[config.mk]
export PLATFORM = sky130hd
export DESIGN_NAME = shape_outline_vector_expander_flat
export DESIGN_NICKNAME = d
export VERILOG_FILES = /design/src/sv/sove_pkg.sv /design/src/sv/sove_ifs.sv /design/src/sv/sove_front.sv /design/src/sv/sove_queue.sv /design/src/sv/sove_back.sv /design/src/sv/shape_outline_vector_expander.sv /design/src/flat_wrapper.sv
export SDC_FILE = /design/constraint.sdc
export NUM_CORES = 2
export LEC_CHECK = 0
export BUFFER_PORTS_ARGS = -buffer_cell sky130_fd_sc_hd__buf_2
export CAP_MARGIN = 20
export CORE_MARGIN = 5
export CORE_UTILIZATION = 60
export CTS_BUF_LIST = sky130_fd_sc_hd__clkbuf_2
export DETAILED_ROUTE_END_ITERATION = 8
export PLACE_DENSITY = 0.82
export SYNTH_ARGS = -nofsm -noshare
export SYNTH_HDL_FRONTEND = slang
export SYNTH_SLANG_ARGS = --single-unit
[constraint.sdc]
create_clock -name clk -period 35.3 [get_ports clk]
set_input_delay 1.765 -clock clk [delete_from_list [all_inputs] [get_ports clk]]
set_output_delay 1.765 -clock clk [all_outputs]
set_load 0.005 [all_outputs]
[src/sv/sove_pkg.sv]
package sove_pkg;

	// Default coordinate width and queue depth for the expander.
	localparam int COORD_BITS_DEF  = 16;
	localparam int QUEUE_DEPTH_DEF = 2;

	// A shape expands into at most this many pen commands.
	localparam int MAX_CMDS = 6;
	localparam int CNT_BITS = 3;

	// Star factors are signed fixed point with sixteen fraction bits.
	localparam int K_BITS    = 18;
	localparam int FRAC_BITS = 16;

	localparam logic signed [K_BITS-1:0] STAR_A_NEG = -18'sd38521;
	localparam logic signed [K_BITS-1:0] STAR_B_NEG = -18'sd53020;
	localparam logic signed [K_BITS-1:0] STAR_C_POS =  18'sd62328;
	localparam logic signed [K_BITS-1:0] STAR_D_POS =  18'sd20251;
	localparam logic signed [K_BITS-1:0] STAR_C_NEG = -18'sd62328;
	localparam logic signed [K_BITS-1:0] STAR_A_POS =  18'sd38521;

	typedef enum logic [3:0] {
		SHAPE_LINE      = 4'd0,
		SHAPE_CROSS     = 4'd1,
		SHAPE_BOX       = 4'd2,
		SHAPE_STAR      = 4'd3,
		SHAPE_TRIANGLE  = 4'd4,
		SHAPE_DIAMOND   = 4'd5,
		SHAPE_VEE       = 4'd6,
		SHAPE_PLUS      = 4'd7,
		SHAPE_HOURGLASS = 4'd8,
		SHAPE_ELLIPSE   = 4'd9
	} shape_t;

	typedef enum logic [1:0] {
		KIND_MOVE = 2'd0,
		KIND_LINE = 2'd1,
		KIND_BOX  = 2'd2
	} kind_t;

	// Width of one queued command list: count, commands, radii and color.
	function automatic int entry_bits(int cb);
		return CNT_BITS + MAX_CMDS * (2 + 2 * cb) + 2 * cb + 8;
	endfunction

endpackage

[src/sv/sove_ifs.sv]
interface sove_in_if #(parameter int COORD_BITS = sove_pkg::COORD_BITS_DEF);
	logic                         valid;
	logic                         ready;
	logic signed [COORD_BITS-1:0] first_x;
	logic signed [COORD_BITS-1:0] first_y;
	logic signed [COORD_BITS-1:0] second_x;
	logic signed [COORD_BITS-1:0] second_y;
	logic [3:0]                   shape_code;
	logic [7:0]                   pen_color;

	modport source (output valid, first_x, first_y, second_x, second_y, shape_code, pen_color,
		input ready);
	modport sink (input valid, first_x, first_y, second_x, second_y, shape_code, pen_color,
		output ready);
endinterface

interface sove_out_if #(parameter int COORD_BITS = sove_pkg::COORD_BITS_DEF);
	logic                         valid;
	logic                         ready;
	logic [1:0]                   command_kind;
	logic signed [COORD_BITS-1:0] point_x;
	logic signed [COORD_BITS-1:0] point_y;
	logic [COORD_BITS-1:0]        corner_radius_x;
	logic [COORD_BITS-1:0]        corner_radius_y;
	logic [7:0]                   color_out;
	logic                         last_command;

	modport source (output valid, command_kind, point_x, point_y, corner_radius_x,
		corner_radius_y, color_out, last_command, input ready);
	modport sink (input valid, command_kind, point_x, point_y, corner_radius_x,
		corner_radius_y, color_out, last_command, output ready);
endinterface

[src/sv/sove_front.sv]
module sove_front #(
	parameter int COORD_BITS = sove_pkg::COORD_BITS_DEF
) (
	input  logic                                          clk,
	input  logic                                          arst_n,
	sove_in_if.sink                                       shape,
	output logic                                          push_valid,
	input  logic                                          push_ready,
	output logic [sove_pkg::entry_bits(COORD_BITS)-1:0]   push_data
);
	import sove_pkg::*;

	localparam int W = COORD_BITS;

	typedef struct packed {
		kind_t               kind;
		logic signed [W-1:0] x;
		logic signed [W-1:0] y;
	} cmd_t;

	typedef struct packed {
		logic [CNT_BITS-1:0]   count;
		cmd_t [MAX_CMDS-1:0]   cmds;
		logic [W-1:0]          rx;
		logic [W-1:0]          ry;
		logic [7:0]            color;
	} entry_t;

	function automatic logic signed [W+1:0] scale(input logic signed [W-1:0] h,
		input logic signed [K_BITS-1:0] k);
		logic signed [W+K_BITS-1:0] p;
		p = $signed({{K_BITS{h[W-1]}}, h}) * $signed({{W{k[K_BITS-1]}}, k});
		return p[FRAC_BITS+W+1:FRAC_BITS];
	endfunction

	function automatic logic signed [W-1:0] add_sat(input logic signed [W-1:0] a,
		input logic signed [W+1:0] b);
		logic signed [W+1:0] s;
		s = {{2{a[W-1]}}, a} + b;
		if (s[W+1:W-1] == '0 || s[W+1:W-1] == '1) begin
			return s[W-1:0];
		end else if (s[W+1]) begin
			return {1'b1, {(W-1){1'b0}}};
		end else begin
			return {1'b0, {(W-1){1'b1}}};
		end
	endfunction

	function automatic cmd_t mk(input kind_t k, input logic signed [W-1:0] x,
		input logic signed [W-1:0] y);
		cmd_t c;
		c.kind = k;
		c.x    = x;
		c.y    = y;
		return c;
	endfunction

	// Stage one: registered corners with midpoints, half extents and extents.
	logic signed [W:0]   sum_x, sum_y, dif_x, dif_y, abs_x, abs_y;
	logic                v_s1, accept, s1_move, s1_free;
	logic signed [W-1:0] x1_s1, y1_s1, x2_s1, y2_s1, mx_s1, my_s1, hx_s1, hy_s1;
	logic [W-1:0]        rx_s1, ry_s1;
	shape_t              shape_s1;
	logic [7:0]          color_s1;

	// Stage two: star offsets scaled by the fixed-point factors.
	logic                v_s2, s2_move, s2_free;
	logic signed [W-1:0] x1_s2, y1_s2, x2_s2, y2_s2, mx_s2, my_s2, hy_s2;
	logic [W-1:0]        rx_s2, ry_s2;
	shape_t              shape_s2;
	logic [7:0]          color_s2;
	logic signed [W+1:0] an_s2, cp_s2, cn_s2, ap_s2, bn_s2, dp_s2;

	logic signed [W-1:0] tx, ty, y_low, y_high, x_an, x_cp, x_cn, x_ap;
	entry_t              ent;

	always_comb begin
		sum_x = {shape.first_x[W-1], shape.first_x} + {shape.second_x[W-1], shape.second_x};
		sum_y = {shape.first_y[W-1], shape.first_y} + {shape.second_y[W-1], shape.second_y};
		dif_x = {shape.second_x[W-1], shape.second_x} - {shape.first_x[W-1], shape.first_x};
		dif_y = {shape.second_y[W-1], shape.second_y} - {shape.first_y[W-1], shape.first_y};
		abs_x = dif_x[W] ? -dif_x : dif_x;
		abs_y = dif_y[W] ? -dif_y : dif_y;
	end

	assign s2_move     = v_s2 && (ent.count == '0 || push_ready);
	assign s2_free     = !v_s2 || s2_move;
	assign s1_move     = v_s1 && s2_free;
	assign s1_free     = !v_s1 || s1_move;
	assign shape.ready = s1_free;
	assign accept      = shape.valid && s1_free;

	always_ff @(posedge clk or negedge arst_n) begin
		if (!arst_n) begin
			v_s1 <= 1'b0;
			v_s2 <= 1'b0;
		end else begin
			if (accept) begin
				v_s1 <= 1'b1;
			end else if (s1_move) begin
				v_s1 <= 1'b0;
			end
			if (s1_move) begin
				v_s2 <= 1'b1;
			end else if (s2_move) begin
				v_s2 <= 1'b0;
			end
		end
	end

	always_ff @(posedge clk) begin
		if (accept) begin
			x1_s1    <= shape.first_x;
			y1_s1    <= shape.first_y;
			x2_s1    <= shape.second_x;
			y2_s1    <= shape.second_y;
			mx_s1    <= sum_x[W:1];
			my_s1    <= sum_y[W:1];
			hx_s1    <= dif_x[W:1];
			hy_s1    <= dif_y[W:1];
			rx_s1    <= abs_x[W-1:0];
			ry_s1    <= abs_y[W-1:0];
			shape_s1 <= shape_t'(shape.shape_code);
			color_s1 <= shape.pen_color;
		end
		if (s1_move) begin
			x1_s2    <= x1_s1;
			y1_s2    <= y1_s1;
			x2_s2    <= x2_s1;
			y2_s2    <= y2_s1;
			mx_s2    <= mx_s1;
			my_s2    <= my_s1;
			hy_s2    <= hy_s1;
			rx_s2    <= rx_s1;
			ry_s2    <= ry_s1;
			shape_s2 <= shape_s1;
			color_s2 <= color_s1;
			an_s2    <= scale(hx_s1, STAR_A_NEG);
			cp_s2    <= scale(hx_s1, STAR_C_POS);
			cn_s2    <= scale(hx_s1, STAR_C_NEG);
			ap_s2    <= scale(hx_s1, STAR_A_POS);
			bn_s2    <= scale(hy_s1, STAR_B_NEG);
			dp_s2    <= scale(hy_s1, STAR_D_POS);
		end
	end

	always_comb begin
		tx     = mx_s2;
		ty     = add_sat(my_s2, {{2{hy_s2[W-1]}}, hy_s2});
		y_low  = add_sat(my_s2, bn_s2);
		y_high = add_sat(my_s2, dp_s2);
		x_an   = add_sat(mx_s2, an_s2);
		x_cp   = add_sat(mx_s2, cp_s2);
		x_cn   = add_sat(mx_s2, cn_s2);
		x_ap   = add_sat(mx_s2, ap_s2);
	end

	// The shape code selects the command list; unknown codes give an empty list.
	always_comb begin
		ent       = '0;
		ent.color = color_s2;
		unique case (shape_s2)
			SHAPE_LINE: begin
				ent.count   = CNT_BITS'(2);
				ent.cmds[0] = mk(KIND_MOVE, x1_s2, y1_s2);
				ent.cmds[1] = mk(KIND_LINE, x2_s2, y2_s2);
			end
			SHAPE_CROSS: begin
				ent.count   = CNT_BITS'(4);
				ent.cmds[0] = mk(KIND_MOVE, x1_s2, y1_s2);
				ent.cmds[1] = mk(KIND_LINE, x2_s2, y2_s2);
				ent.cmds[2] = mk(KIND_MOVE, x1_s2, y2_s2);
				ent.cmds[3] = mk(KIND_LINE, x2_s2, y1_s2);
			end
			SHAPE_BOX: begin
				ent.count   = CNT_BITS'(2);
				ent.cmds[0] = mk(KIND_MOVE, x1_s2, y1_s2);
				ent.cmds[1] = mk(KIND_BOX, x2_s2, y2_s2);
			end
			SHAPE_ELLIPSE: begin
				ent.count   = CNT_BITS'(2);
				ent.cmds[0] = mk(KIND_MOVE, x1_s2, y1_s2);
				ent.cmds[1] = mk(KIND_BOX, x2_s2, y2_s2);
				ent.rx      = rx_s2;
				ent.ry      = ry_s2;
			end
			SHAPE_TRIANGLE: begin
				ent.count   = CNT_BITS'(4);
				ent.cmds[0] = mk(KIND_MOVE, x1_s2, y2_s2);
				ent.cmds[1] = mk(KIND_LINE, mx_s2, y1_s2);
				ent.cmds[2] = mk(KIND_LINE, x2_s2, y2_s2);
				ent.cmds[3] = mk(KIND_LINE, x1_s2, y2_s2);
			end
			SHAPE_DIAMOND: begin
				ent.count   = CNT_BITS'(5);
				ent.cmds[0] = mk(KIND_MOVE, mx_s2, y1_s2);
				ent.cmds[1] = mk(KIND_LINE, x1_s2, my_s2);
				ent.cmds[2] = mk(KIND_LINE, mx_s2, y2_s2);
				ent.cmds[3] = mk(KIND_LINE, x2_s2, my_s2);
				ent.cmds[4] = mk(KIND_LINE, mx_s2, y1_s2);
			end
			SHAPE_VEE: begin
				ent.count   = CNT_BITS'(3);
				ent.cmds[0] = mk(KIND_MOVE, x1_s2, y1_s2);
				ent.cmds[1] = mk(KIND_LINE, mx_s2, y2_s2);
				ent.cmds[2] = mk(KIND_LINE, x2_s2, y1_s2);
			end
			SHAPE_PLUS: begin
				ent.count   = CNT_BITS'(4);
				ent.cmds[0] = mk(KIND_MOVE, mx_s2, y1_s2);
				ent.cmds[1] = mk(KIND_LINE, mx_s2, y2_s2);
				ent.cmds[2] = mk(KIND_MOVE, x1_s2, my_s2);
				ent.cmds[3] = mk(KIND_LINE, x2_s2, my_s2);
			end
			SHAPE_HOURGLASS: begin
				ent.count   = CNT_BITS'(5);
				ent.cmds[0] = mk(KIND_MOVE, x1_s2, y1_s2);
				ent.cmds[1] = mk(KIND_LINE, x2_s2, y2_s2);
				ent.cmds[2] = mk(KIND_LINE, x1_s2, y2_s2);
				ent.cmds[3] = mk(KIND_LINE, x2_s2, y1_s2);
				ent.cmds[4] = mk(KIND_LINE, x1_s2, y1_s2);
			end
			SHAPE_STAR: begin
				ent.count   = CNT_BITS'(6);
				ent.cmds[0] = mk(KIND_MOVE, tx, ty);
				ent.cmds[1] = mk(KIND_LINE, x_an, y_low);
				ent.cmds[2] = mk(KIND_LINE, x_cp, y_high);
				ent.cmds[3] = mk(KIND_LINE, x_cn, y_high);
				ent.cmds[4] = mk(KIND_LINE, x_ap, y_low);
				ent.cmds[5] = mk(KIND_LINE, tx, ty);
			end
			default: begin
				ent.count = '0;
			end
		endcase
	end

	assign push_valid = v_s2 && ent.count != '0;
	assign push_data  = ent;

endmodule

[src/sv/sove_queue.sv]
module sove_queue #(
	parameter int WIDTH = 8,
	parameter int DEPTH = sove_pkg::QUEUE_DEPTH_DEF
) (
	input  logic             clk,
	input  logic             arst_n,
	input  logic             push_valid,
	output logic             push_ready,
	input  logic [WIDTH-1:0] push_data,
	output logic             pop_valid,
	input  logic             pop_ready,
	output logic [WIDTH-1:0] pop_data
);
	// DEPTH is a power of two, at least two.
	localparam int PW = $clog2(DEPTH);

	logic [WIDTH-1:0] mem_q [DEPTH];
	logic [PW-1:0]    wr_ptr_q, rd_ptr_q;
	logic [PW:0]      cnt_q;
	logic             do_push, do_pop;

	assign push_ready = cnt_q != (PW+1)'(DEPTH);
	assign pop_valid  = cnt_q != '0;
	assign pop_data   = mem_q[rd_ptr_q];
	assign do_push    = push_valid && push_ready;
	assign do_pop     = pop_valid && pop_ready;

	always_ff @(posedge clk or negedge arst_n) begin
		if (!arst_n) begin
			wr_ptr_q <= '0;
			rd_ptr_q <= '0;
			cnt_q    <= '0;
		end else begin
			if (do_push) begin
				wr_ptr_q <= wr_ptr_q + 1'b1;
			end
			if (do_pop) begin
				rd_ptr_q <= rd_ptr_q + 1'b1;
			end
			if (do_push && !do_pop) begin
				cnt_q <= cnt_q + 1'b1;
			end else if (do_pop && !do_push) begin
				cnt_q <= cnt_q - 1'b1;
			end
		end
	end

	always_ff @(posedge clk) begin
		if (do_push) begin
			mem_q[wr_ptr_q] <= push_data;
		end
	end

endmodule

[src/sv/sove_back.sv]
module sove_back #(
	parameter int COORD_BITS = sove_pkg::COORD_BITS_DEF
) (
	input  logic                                          clk,
	input  logic                                          arst_n,
	input  logic                                          pop_valid,
	output logic                                          pop_ready,
	input  logic [sove_pkg::entry_bits(COORD_BITS)-1:0]   pop_data,
	sove_out_if.source                                    cmd
);
	import sove_pkg::*;

	localparam int W = COORD_BITS;

	typedef struct packed {
		kind_t               kind;
		logic signed [W-1:0] x;
		logic signed [W-1:0] y;
	} cmd_t;

	typedef struct packed {
		logic [CNT_BITS-1:0]   count;
		cmd_t [MAX_CMDS-1:0]   cmds;
		logic [W-1:0]          rx;
		logic [W-1:0]          ry;
		logic [7:0]            color;
	} entry_t;

	entry_t              head;
	cmd_t                cur;
	logic [CNT_BITS-1:0] idx_q;
	logic                load, last;
	logic                valid_q, last_q;
	kind_t               kind_q;
	logic signed [W-1:0] x_q, y_q;
	logic [W-1:0]        rx_q, ry_q;
	logic [7:0]          color_q;

	assign head      = entry_t'(pop_data);
	assign cur       = head.cmds[idx_q];
	assign last      = idx_q == head.count - CNT_BITS'(1);
	assign load      = pop_valid && (!valid_q || cmd.ready);
	assign pop_ready = load && last;

	always_ff @(posedge clk or negedge arst_n) begin
		if (!arst_n) begin
			valid_q <= 1'b0;
			idx_q   <= '0;
		end else begin
			if (load) begin
				valid_q <= 1'b1;
				idx_q   <= last ? '0 : idx_q + CNT_BITS'(1);
			end else if (cmd.ready) begin
				valid_q <= 1'b0;
			end
		end
	end

	always_ff @(posedge clk) begin
		if (load) begin
			kind_q  <= cur.kind;
			x_q     <= cur.x;
			y_q     <= cur.y;
			rx_q    <= (cur.kind == KIND_BOX) ? head.rx : '0;
			ry_q    <= (cur.kind == KIND_BOX) ? head.ry : '0;
			color_q <= head.color;
			last_q  <= last;
		end
	end

	assign cmd.valid           = valid_q;
	assign cmd.command_kind    = kind_q;
	assign cmd.point_x         = x_q;
	assign cmd.point_y         = y_q;
	assign cmd.corner_radius_x = rx_q;
	assign cmd.corner_radius_y = ry_q;
	assign cmd.color_out       = color_q;
	assign cmd.last_command    = last_q;

endmodule

[src/sv/shape_outline_vector_expander.sv]
// Channel  Modport   Moves one word of
// -------  --------  -----------------------------------------------------------
// shape    sink      two corners, shape code and pen color (one shape)
// cmd      source    one pen command: kind, point, corner radii, color, last flag
//
// A shape word is taken every cycle while the command queue has room. The first
// command of a shape is offered on cmd from the output register after passing
// the two front stages and one queue slot. Commands then leave one per cycle
// while cmd is ready, and a shape gives 2 to 6 commands. The output register
// sets the sustained figure of one command a cycle.
// Reset clears all valid bits and the queue pointers; no clearing pass is needed.
// A stall on cmd fills the queue and then drops shape.ready; shapes with an
// unknown code are dropped in the front and produce no command.
module shape_outline_vector_expander #(
	parameter int COORD_BITS  = sove_pkg::COORD_BITS_DEF,
	parameter int QUEUE_DEPTH = sove_pkg::QUEUE_DEPTH_DEF
) (
	input  logic       clk,
	input  logic       arst_n,
	sove_in_if.sink    shape,
	sove_out_if.source cmd
);
	import sove_pkg::*;

	localparam int EB = entry_bits(COORD_BITS);

	// The front registers each shape, works out midpoints, half extents and the
	// scaled star offsets, and expands the shape into a full command list, which is
	// one queue entry; the back walks it one command a cycle while cmd is ready.
	logic          push_valid, push_ready, pop_valid, pop_ready;
	logic [EB-1:0] push_data, pop_data;

	sove_front #(.COORD_BITS(COORD_BITS)) u_front (
		.clk        (clk),
		.arst_n     (arst_n),
		.shape      (shape),
		.push_valid (push_valid),
		.push_ready (push_ready),
		.push_data  (push_data)
	);

	// The queue decouples the two halves, so the front keeps taking shapes while
	// the back is still emitting the commands of an earlier one.
	sove_queue #(.WIDTH(EB), .DEPTH(QUEUE_DEPTH)) u_queue (
		.clk        (clk),
		.arst_n     (arst_n),
		.push_valid (push_valid),
		.push_ready (push_ready),
		.push_data  (push_data),
		.pop_valid  (pop_valid),
		.pop_ready  (pop_ready),
		.pop_data   (pop_data)
	);

	// The back frees a queue entry in the cycle its last command is loaded into
	// the output register, so the next shape follows without a gap.
	sove_back #(.COORD_BITS(COORD_BITS)) u_back (
		.clk       (clk),
		.arst_n    (arst_n),
		.pop_valid (pop_valid),
		.pop_ready (pop_ready),
		.pop_data  (pop_data),
		.cmd       (cmd)
	);

endmodule

[src/flat_wrapper.sv]
// flat-port wrapper written by rule: the top's interface ports become plain ports
module shape_outline_vector_expander_flat import sove_pkg::*;
#(
	parameter int COORD_BITS  = sove_pkg::COORD_BITS_DEF,
	parameter int QUEUE_DEPTH = sove_pkg::QUEUE_DEPTH_DEF
)
  (clk, arst_n, shape_valid, shape_first_x, shape_first_y, shape_second_x, shape_second_y, shape_shape_code, shape_pen_color, shape_ready, cmd_valid, cmd_command_kind, cmd_point_x, cmd_point_y, cmd_corner_radius_x, cmd_corner_radius_y, cmd_color_out, cmd_last_command, cmd_ready);
  sove_in_if #(.COORD_BITS(COORD_BITS)) shape_i ();
  sove_out_if #(.COORD_BITS(COORD_BITS)) cmd_i ();
  input  logic clk;
  input  logic arst_n;
  input wire logic [$bits(shape_i.valid)-1:0] shape_valid;
  input wire logic [$bits(shape_i.first_x)-1:0] shape_first_x;
  input wire logic [$bits(shape_i.first_y)-1:0] shape_first_y;
  input wire logic [$bits(shape_i.second_x)-1:0] shape_second_x;
  input wire logic [$bits(shape_i.second_y)-1:0] shape_second_y;
  input wire logic [$bits(shape_i.shape_code)-1:0] shape_shape_code;
  input wire logic [$bits(shape_i.pen_color)-1:0] shape_pen_color;
  output wire logic [$bits(shape_i.ready)-1:0] shape_ready;
  output wire logic [$bits(cmd_i.valid)-1:0] cmd_valid;
  output wire logic [$bits(cmd_i.command_kind)-1:0] cmd_command_kind;
  output wire logic [$bits(cmd_i.point_x)-1:0] cmd_point_x;
  output wire logic [$bits(cmd_i.point_y)-1:0] cmd_point_y;
  output wire logic [$bits(cmd_i.corner_radius_x)-1:0] cmd_corner_radius_x;
  output wire logic [$bits(cmd_i.corner_radius_y)-1:0] cmd_corner_radius_y;
  output wire logic [$bits(cmd_i.color_out)-1:0] cmd_color_out;
  output wire logic [$bits(cmd_i.last_command)-1:0] cmd_last_command;
  input wire logic [$bits(cmd_i.ready)-1:0] cmd_ready;
  assign shape_i.valid = shape_valid;
  assign shape_i.first_x = shape_first_x;
  assign shape_i.first_y = shape_first_y;
  assign shape_i.second_x = shape_second_x;
  assign shape_i.second_y = shape_second_y;
  assign shape_i.shape_code = shape_shape_code;
  assign shape_i.pen_color = shape_pen_color;
  assign shape_ready = shape_i.ready;
  assign cmd_valid = cmd_i.valid;
  assign cmd_command_kind = cmd_i.command_kind;
  assign cmd_point_x = cmd_i.point_x;
  assign cmd_point_y = cmd_i.point_y;
  assign cmd_corner_radius_x = cmd_i.corner_radius_x;
  assign cmd_corner_radius_y = cmd_i.corner_radius_y;
  assign cmd_color_out = cmd_i.color_out;
  assign cmd_last_command = cmd_i.last_command;
  assign cmd_i.ready = cmd_ready;
  shape_outline_vector_expander #(.COORD_BITS(COORD_BITS), .QUEUE_DEPTH(QUEUE_DEPTH)) u_core (.clk(clk), .arst_n(arst_n), .shape(shape_i), .cmd(cmd_i));
endmodule
# ---- Word-level counts from Yosys, hierarchy flattened
# Memories as Yosys holds them, arrays and structs flattened.
# Index checks and enable logic that the tools add are counted.
# W data, S select, Z words.
dict set report totals {
  ff_bits 521
  ram_bits 486
  in_bits 80
  n_memories 1
}
dict set report op_classes {
  addsub 19
  mul 6
  order_cmp 1
  eq_ne 19
  muxes 36
  n_reduce_logical 48
}
# name depth width read_ports rd_clocked_by_memory_dff wr line_no
set mem_list {}
lappend mem_list {u_core.u_queue.mem_q 2 243 1 0 1 sove_queue.sv:17} ;# logic [WIDTH-1:0] mem_q [DEPTH];
# operator n
set op_table {}
lappend op_table {{$pmux W68 S7} 1}
lappend op_table {{$mux W16} 16}
lappend op_table {{$pmux W33 S7} 1}
lappend op_table {{$pmux W33 S4} 1}
lappend op_table {{$add A18 B18 Y18} 6}
lappend op_table {{$bmux W34 S3} 1}
lappend op_table {{$pmux W33 S3} 1}
lappend op_table {{$mul A16 B17 Y33 const B} 2}
lappend op_table {{$mul A16 B14 Y30 const B} 2}
lappend op_table {{$add A16 B16 Y17} 3}
lappend op_table {{$mux W34} 1}
lappend op_table {{$sub A16 B16 Y17} 2}
lappend op_table {{$mux W33} 1}
lappend op_table {{$mul A16 B16 Y32 const B} 1}
lappend op_table {{$mux W32} 1}
lappend op_table {{$neg A16 Y16} 2}
lappend op_table {{$mul A16 B15 Y31 const B} 1}
lappend op_table {{$logic_not A3 Y1} 8}
lappend op_table {{$eq A3 B3 Y1 const B} 7}
lappend op_table {{$eq A4 B3 Y1 const B} 4}
lappend op_table {{$pmux W3 S5} 1}
lappend op_table {{$logic_or A1 B1 Y1} 11}
lappend op_table {{$logic_and A1 B1 Y1} 10}
lappend op_table {{$reduce_bool A2 Y1} 5}
lappend op_table {{other kinds (20)} 40}

# ---- Depth between registers and ports, before layout
dict set report logic_depth {
  depth_word 11
  depth_mapped 22
  depth_no_buf 22
}

# ---- By module
# A second synthesis with hierarchy kept.
dict set report unflattened {
  cells_unflattened 6154
  hier_area_um2 75399.8
}
# module n_inst cells_each area_per_inst_um2 seq_area_each_um2
set modules_own_cells {}
lappend modules_own_cells {sove_front 1 5066 52182.5 12932.4}
lappend modules_own_cells {sove_queue 1 787 18916.9 14934.3}
lappend modules_own_cells {sove_back 1 301 4300.4 2352.3}

# ---- Least setup slack after synthesis
# No wires, ideal clock.
dict set report synth_timing {
  path_kind {reg-to-reg}
  start {register u_core.u_front.shape_s2[2]}
  end {memory u_core.u_queue.mem_q[0][0] (netlist bit), enable pin}
  setup_time_ns 0.848
  arrival_time_ns 11.291
  path_slack_ns 23.161
  stages_incl_launch_ff 7
  path_buffers 2
  synth_period_minus_slack_ns 12.139
  cell_sequence {edfxtp_1 -> clkbuf_1 -> or2_2 -> clkbuf_1 -> nand2_1 -> nand3b_1 -> nor2_1}
}
dict set report synth_via {
  elab_chain_cells 8
  elab_cells_between_ends 19
  classes_between {9 x eq/ne; 3 x mux; 7 x reduce/logical}
}
# item line_no
set synth_rtl {}
lappend synth_rtl {{start, declared} sove_front.sv:70} ;# shape_t shape_s2;
lappend synth_rtl {{start signal, assigned} sove_front.sv:136} ;# shape_s2 <= shape_s1;
lappend synth_rtl {{$eq A4 B3 Y1, or another cell as far along} sove_front.sv:162} ;# unique case (shape_s2)
lappend synth_rtl {{$reduce_or A3 Y1 (no line) or $reduce_or A2 Y1 (tied branches)} -}
lappend synth_rtl {{$pmux W3 S5 (*)} sove_front.sv:162}
lappend synth_rtl {{$reduce_bool A3 Y1 (*)} sove_front.sv:238} ;# assign push_valid = v_s2 && ent.count != '0;
lappend synth_rtl {{$logic_and A1 B1 Y1 (*)} sove_front.sv:238}
lappend synth_rtl {{$logic_and A1 B1 Y1 (*)} sove_queue.sv:25} ;# assign do_push = push_valid && push_ready;
lappend synth_rtl {{$mux W1 (*)} sove_queue.sv:49} ;# if (do_push) begin
lappend synth_rtl {{$mux W1 (not written as such) (*)} sove_queue.sv:50} ;# mem_q[wr_ptr_q] <= push_data;
lappend synth_rtl {{end, declared} sove_queue.sv:17}
# Mark *: on every way between the ends. The rest lies on a longest branch, timed or not.

# ---- Worst setup path after layout
dict set report layout_timing {
  start {register u_core.u_front.hx_s1[13]}
  end {register u_core.u_front.cp_s2[16] (data pin)}
}
dict set report layout_via {
  elab_chain_cells 1
}
# item line_no
set layout_rtl {}
lappend layout_rtl {{start, declared} sove_front.sv:61} ;# logic signed [W-1:0] x1_s1, y1_s1, x2_s1, y2_s1, mx_s1, my_s1, hx_s1, hy_s1;
lappend layout_rtl {{start signal, assigned} sove_front.sv:119} ;# hx_s1 <= dif_x[W:1];
lappend layout_rtl {{$mul A16 B14 Y30} sove_front.sv:32} ;# p = $signed({{K_BITS{h[W-1]}}, h}) * $signed({{W{k[K_BITS-1]}}, k});
lappend layout_rtl {{end signal, assigned} sove_front.sv:139} ;# cp_s2 <= scale(hx_s1, STAR_C_POS);
lappend layout_rtl {{end, declared} sove_front.sv:72} ;# logic signed [W+1:0] an_s2, cp_s2, cn_s2, ap_s2, bn_s2, dp_s2;
# Every way passes these cells.
# A chain may end at the register's enable or synchronous reset.

==> flow_metrics.py <==
metrics = {
    "grt": {
        "grt.overflow.total": 0,
        "track_usage": 0.2992,
        "grt_pass1_wl_mm": 289.0,
        "antenna_found_initial": 22,
        "grt_pass1_vias": 49214,
        "grt_max_degree": 199,
    },
    "timing": {
        "clock_skew_ns": 0.1247,
        "relSlewSlack": 0.2343,
        "slew_violations": 0,
        "hold_slack_ns": 0.2958,
        "max_freq_mhz": 131.4,
        "finalCritPeriodShare": 0.2155,
        "setup_viol": 0,
        "rsz0062_at_grt": "no",
        "setup-tns-final_ns": 0,
        "worstMarginPinSlew_ns": 1.149,
        "finalCriticalPeriod_ns": 7.609,
        "hold_viol_final": 0,
    },
    "logic_synthesis": {
        "synth_top_area_cell": "edfxtp_1",
        "synth_edf_count": 986,
        "ys_types": 87,
        "yosysMostFrequentCell": "inv_1",
        "synth_area_leaders": "edfxtp_1 41%, fa_1 15%, ha_1 14%",
        "ys_top_cells_by_count": "995 x inv_1, 986 x edfxtp_1, 826 x ha_1, 557 x fa_1, 242 x nor2_1",
        "ys_ff_latch": 996,
        "postSynthAreaPerCell_um2": 12.41,
        "yosysWarningCount": 0,
        "synthCells": 5854,
        "syn_area_um2": 72660,
        "syn-num-nets": 7317,
        "synth-async-reset-ratio": 0.01004,
        "yosysSeqAreaShare": 0.4109,
        "synth-main-ff-cell": "edfxtp_1",
        "synth_top_area_frac": 0.4075,
    },
    "cells_and_area": {
        "drive_gt1_frac": 0.1221,
        "area_delta_synth_final_pct": 6.989,
        "final_nets": 7643,
    },
    "clock_network": {
        "cts_max_level": 4,
        "cts_buffer_depth": 3,
        "cts_tree": "built",
        "cts_buffers": 233,
        "cts-root-buf": "clkbuf_2",
        "post_cts_resized": 0,
        "clkTransAtPathRegs_ns": 0.13,
        "clock_latency_ns": 1.64,
        "clock-sinks": 996,
    },
    "worst_setup_path": {
        "rr_startpoint": "u_core.u_front.hx_s1[13]",
        "critPathSlowestCell": "edfxtp_1",
        "worstSetupStartpointType": "flop",
        "reg2reg_to": "u_core.u_front.cp_s2[16]",
        "worst-path-max-fanout": 13,
        "r2r_setup_slack_ns": 27.69,
        "path_cells": "inv_1 > ha_1 > inv_1 > fa_1 > inv_1 > fa_1 > fa_1 > fa_1 > inv_1 > fa_1 > inv_1 > ha_1 > nand3_1 > o221ai_1 > a211oi_1 > a2111oi_0 > o31ai_1 > o21ai_1 > nor4_1 > nor3_1 > xnor2_1",
        "end_kind": "flop",
        "cp.arrival_ns": 8.98,
        "rr_worst_depth": 21,
        "path_class": "reg2reg",
        "required_ns": 36.68,
        "slowest_delay_ns": 0.89,
    },
    "min_path": {
        "holdPathStages": 1,
        "min_to": "u_core.u_front.color_s1[2]",
        "hp-class": "in2reg",
        "hp-start": "shape_pen_color[2]",
    },
    "status": {
        "status": "finished with violations",
        "violations": "design-rule violations",
    },
    "die": {
        "start_util": 0.6049,
        "die_y_um": 358,
        "io_pins": 157,
        "rows": 127,
        "fp.dieW_um": 358,
        "fp.dieArea_um2": 128200,
        "core_area_um2": 120100,
    },
    "placement": {
        "port_buffers": 156,
        "hpwl_mm": 146.2,
        "place.gp.congestion": 1.014,
    },
    "detailed_routing": {
        "vias": 47950,
        "dr.pass1.iters": 9,
        "drc": 33,
        "drt-vias-per-instance": 5.998,
        "totalWireLength_mm": 188.6,
        "routedWlPerCell_um": 23.59,
        "drtIter0Drc": 5371,
        "postRouteAntennaNets": 0,
    },
    "job": {
        "maxCapViolCount": 0,
    },
}
==> metal layers <==
layer / share of wire / wire [um] / global-route usage
met4: 0.026 / 4877 / 0.07862
met5: 0.00037 / 69 / 0
met1: 0.41 / 78000 / 0.4238
met2: 0.45 / 84940 / 0.4665
met3: 0.11 / 20680 / 0.07761
==> cells in the final DEF, fill, tap and decap left out, types with 98 or more instances in the layout <==
cell | netlist | routed
a21oi_1 | 224 | 224
buf_2 | 11 | 156
clkbuf_2 | 1 | 324
edfxtp_1 | 986 | 986
fa_1 | 557 | 557
ha_1 | 826 | 826
inv_1 | 995 | 994
mux4_2 | 98 | 98
nand2_1 | 163 | 163
nor2_1 | 242 | 240
o21ai_0 | 143 | 143
xnor2_1 | 170 | 170
xor2_1 | 117 | 117
==> metrics by stage <==
| step | worst slack, ns | util | area (um2) | instances |
|---|---|---|---|---|
| detailed placement | 27.76 | 0.6284 | 75490 | 7556 |
| global route | 27.33 | 0.6470 | 77730 | 7988 |
| CTS | 27.70 | 0.6468 | 77700 | 7978 |
| finish | 27.69 | 0.6471 | 77740 | 7994 |
| global placement | 27.85 | 0.6284 | 75490 | 7556 |
| floorplan | 23.16 | - | 72660 | 5854 |
==> cell type report <==
| cell class | instances | area, um2 |
|---|---|---|
| Tap cell | 1612 | 2017 |
| Clock buffer | 324 | 1622 |
| Timing Repair Buffer | 223 | 1324 |
| Antenna cell | 16 | 40.04 |
| Sequential cell | 996 | 29870 |
| Clock inverter | 97 | 576.8 |
| Inverter | 996 | 3740 |
| Multi-Input combinational cell | 3730 | 38550 |
| Fill cell | 8869 | 42390 |
==> sequential cells by signal, indices dropped and copies added (netlist names), 17 cells and up <==
signal                count
u_core.u_front.an_s2     17
u_core.u_front.ap_s2     17
u_core.u_front.bn_s2     17
u_core.u_front.cn_s2     17
u_core.u_front.cp_s2     17
u_core.u_queue.mem_q    482
==> critical path: cells and delay by family (launching register included) <==
kind | cells | cell delay, ns
AO/OA/AOI/OAI | 5 | 1.68
XOR/XNOR | 1 | 0.10
adder cells (fa/ha/maj) | 7 | 3.43
AND/OR/NAND/NOR | 3 | 0.41
buffers and inverters | 5 | 0.81
flip-flops | 1 | 0.89
==> how the worst max path moves through the flow <==
| stage | start | to | depth (start not counted) |
|---|---|---|---|
| after floorplan | u_core.u_front.shape_s2[2] | u_core.u_queue.mem_q[0][0] | 6 |
| after global placement | u_core.u_front.hx_s1[13] | u_core.u_front.cp_s2[16] | 21 |
| after detailed placement | u_core.u_front.hx_s1[13] | u_core.u_front.cp_s2[16] | 21 |
| after CTS | u_core.u_front.hx_s1[13] | u_core.u_front.cp_s2[16] | 21 |
| after global routing | u_core.u_front.hx_s1[13] | u_core.u_front.cp_s2[16] | 21 |
| final | u_core.u_front.hx_s1[13] | u_core.u_front.cp_s2[16] | 21 |
==> repair_timing <==
item / CTS / global route
endpoints found under the hold margin: 10 / 0
hold buffers: 1 / 0
setup buffers: 0 / 0
==> cell families after synthesis <==
family | synth area share
mux | 0.04370
compound gates | 0.09216
fa+ha+maj | 0.2958
buf+inv | 0.05889
simple gates | 0.06368
xor+xnor | 0.03482
flops | 0.4109
Power is not shown: default switching activity piles up to over one toggle a cycle in this logic, so the estimate is an artifact.
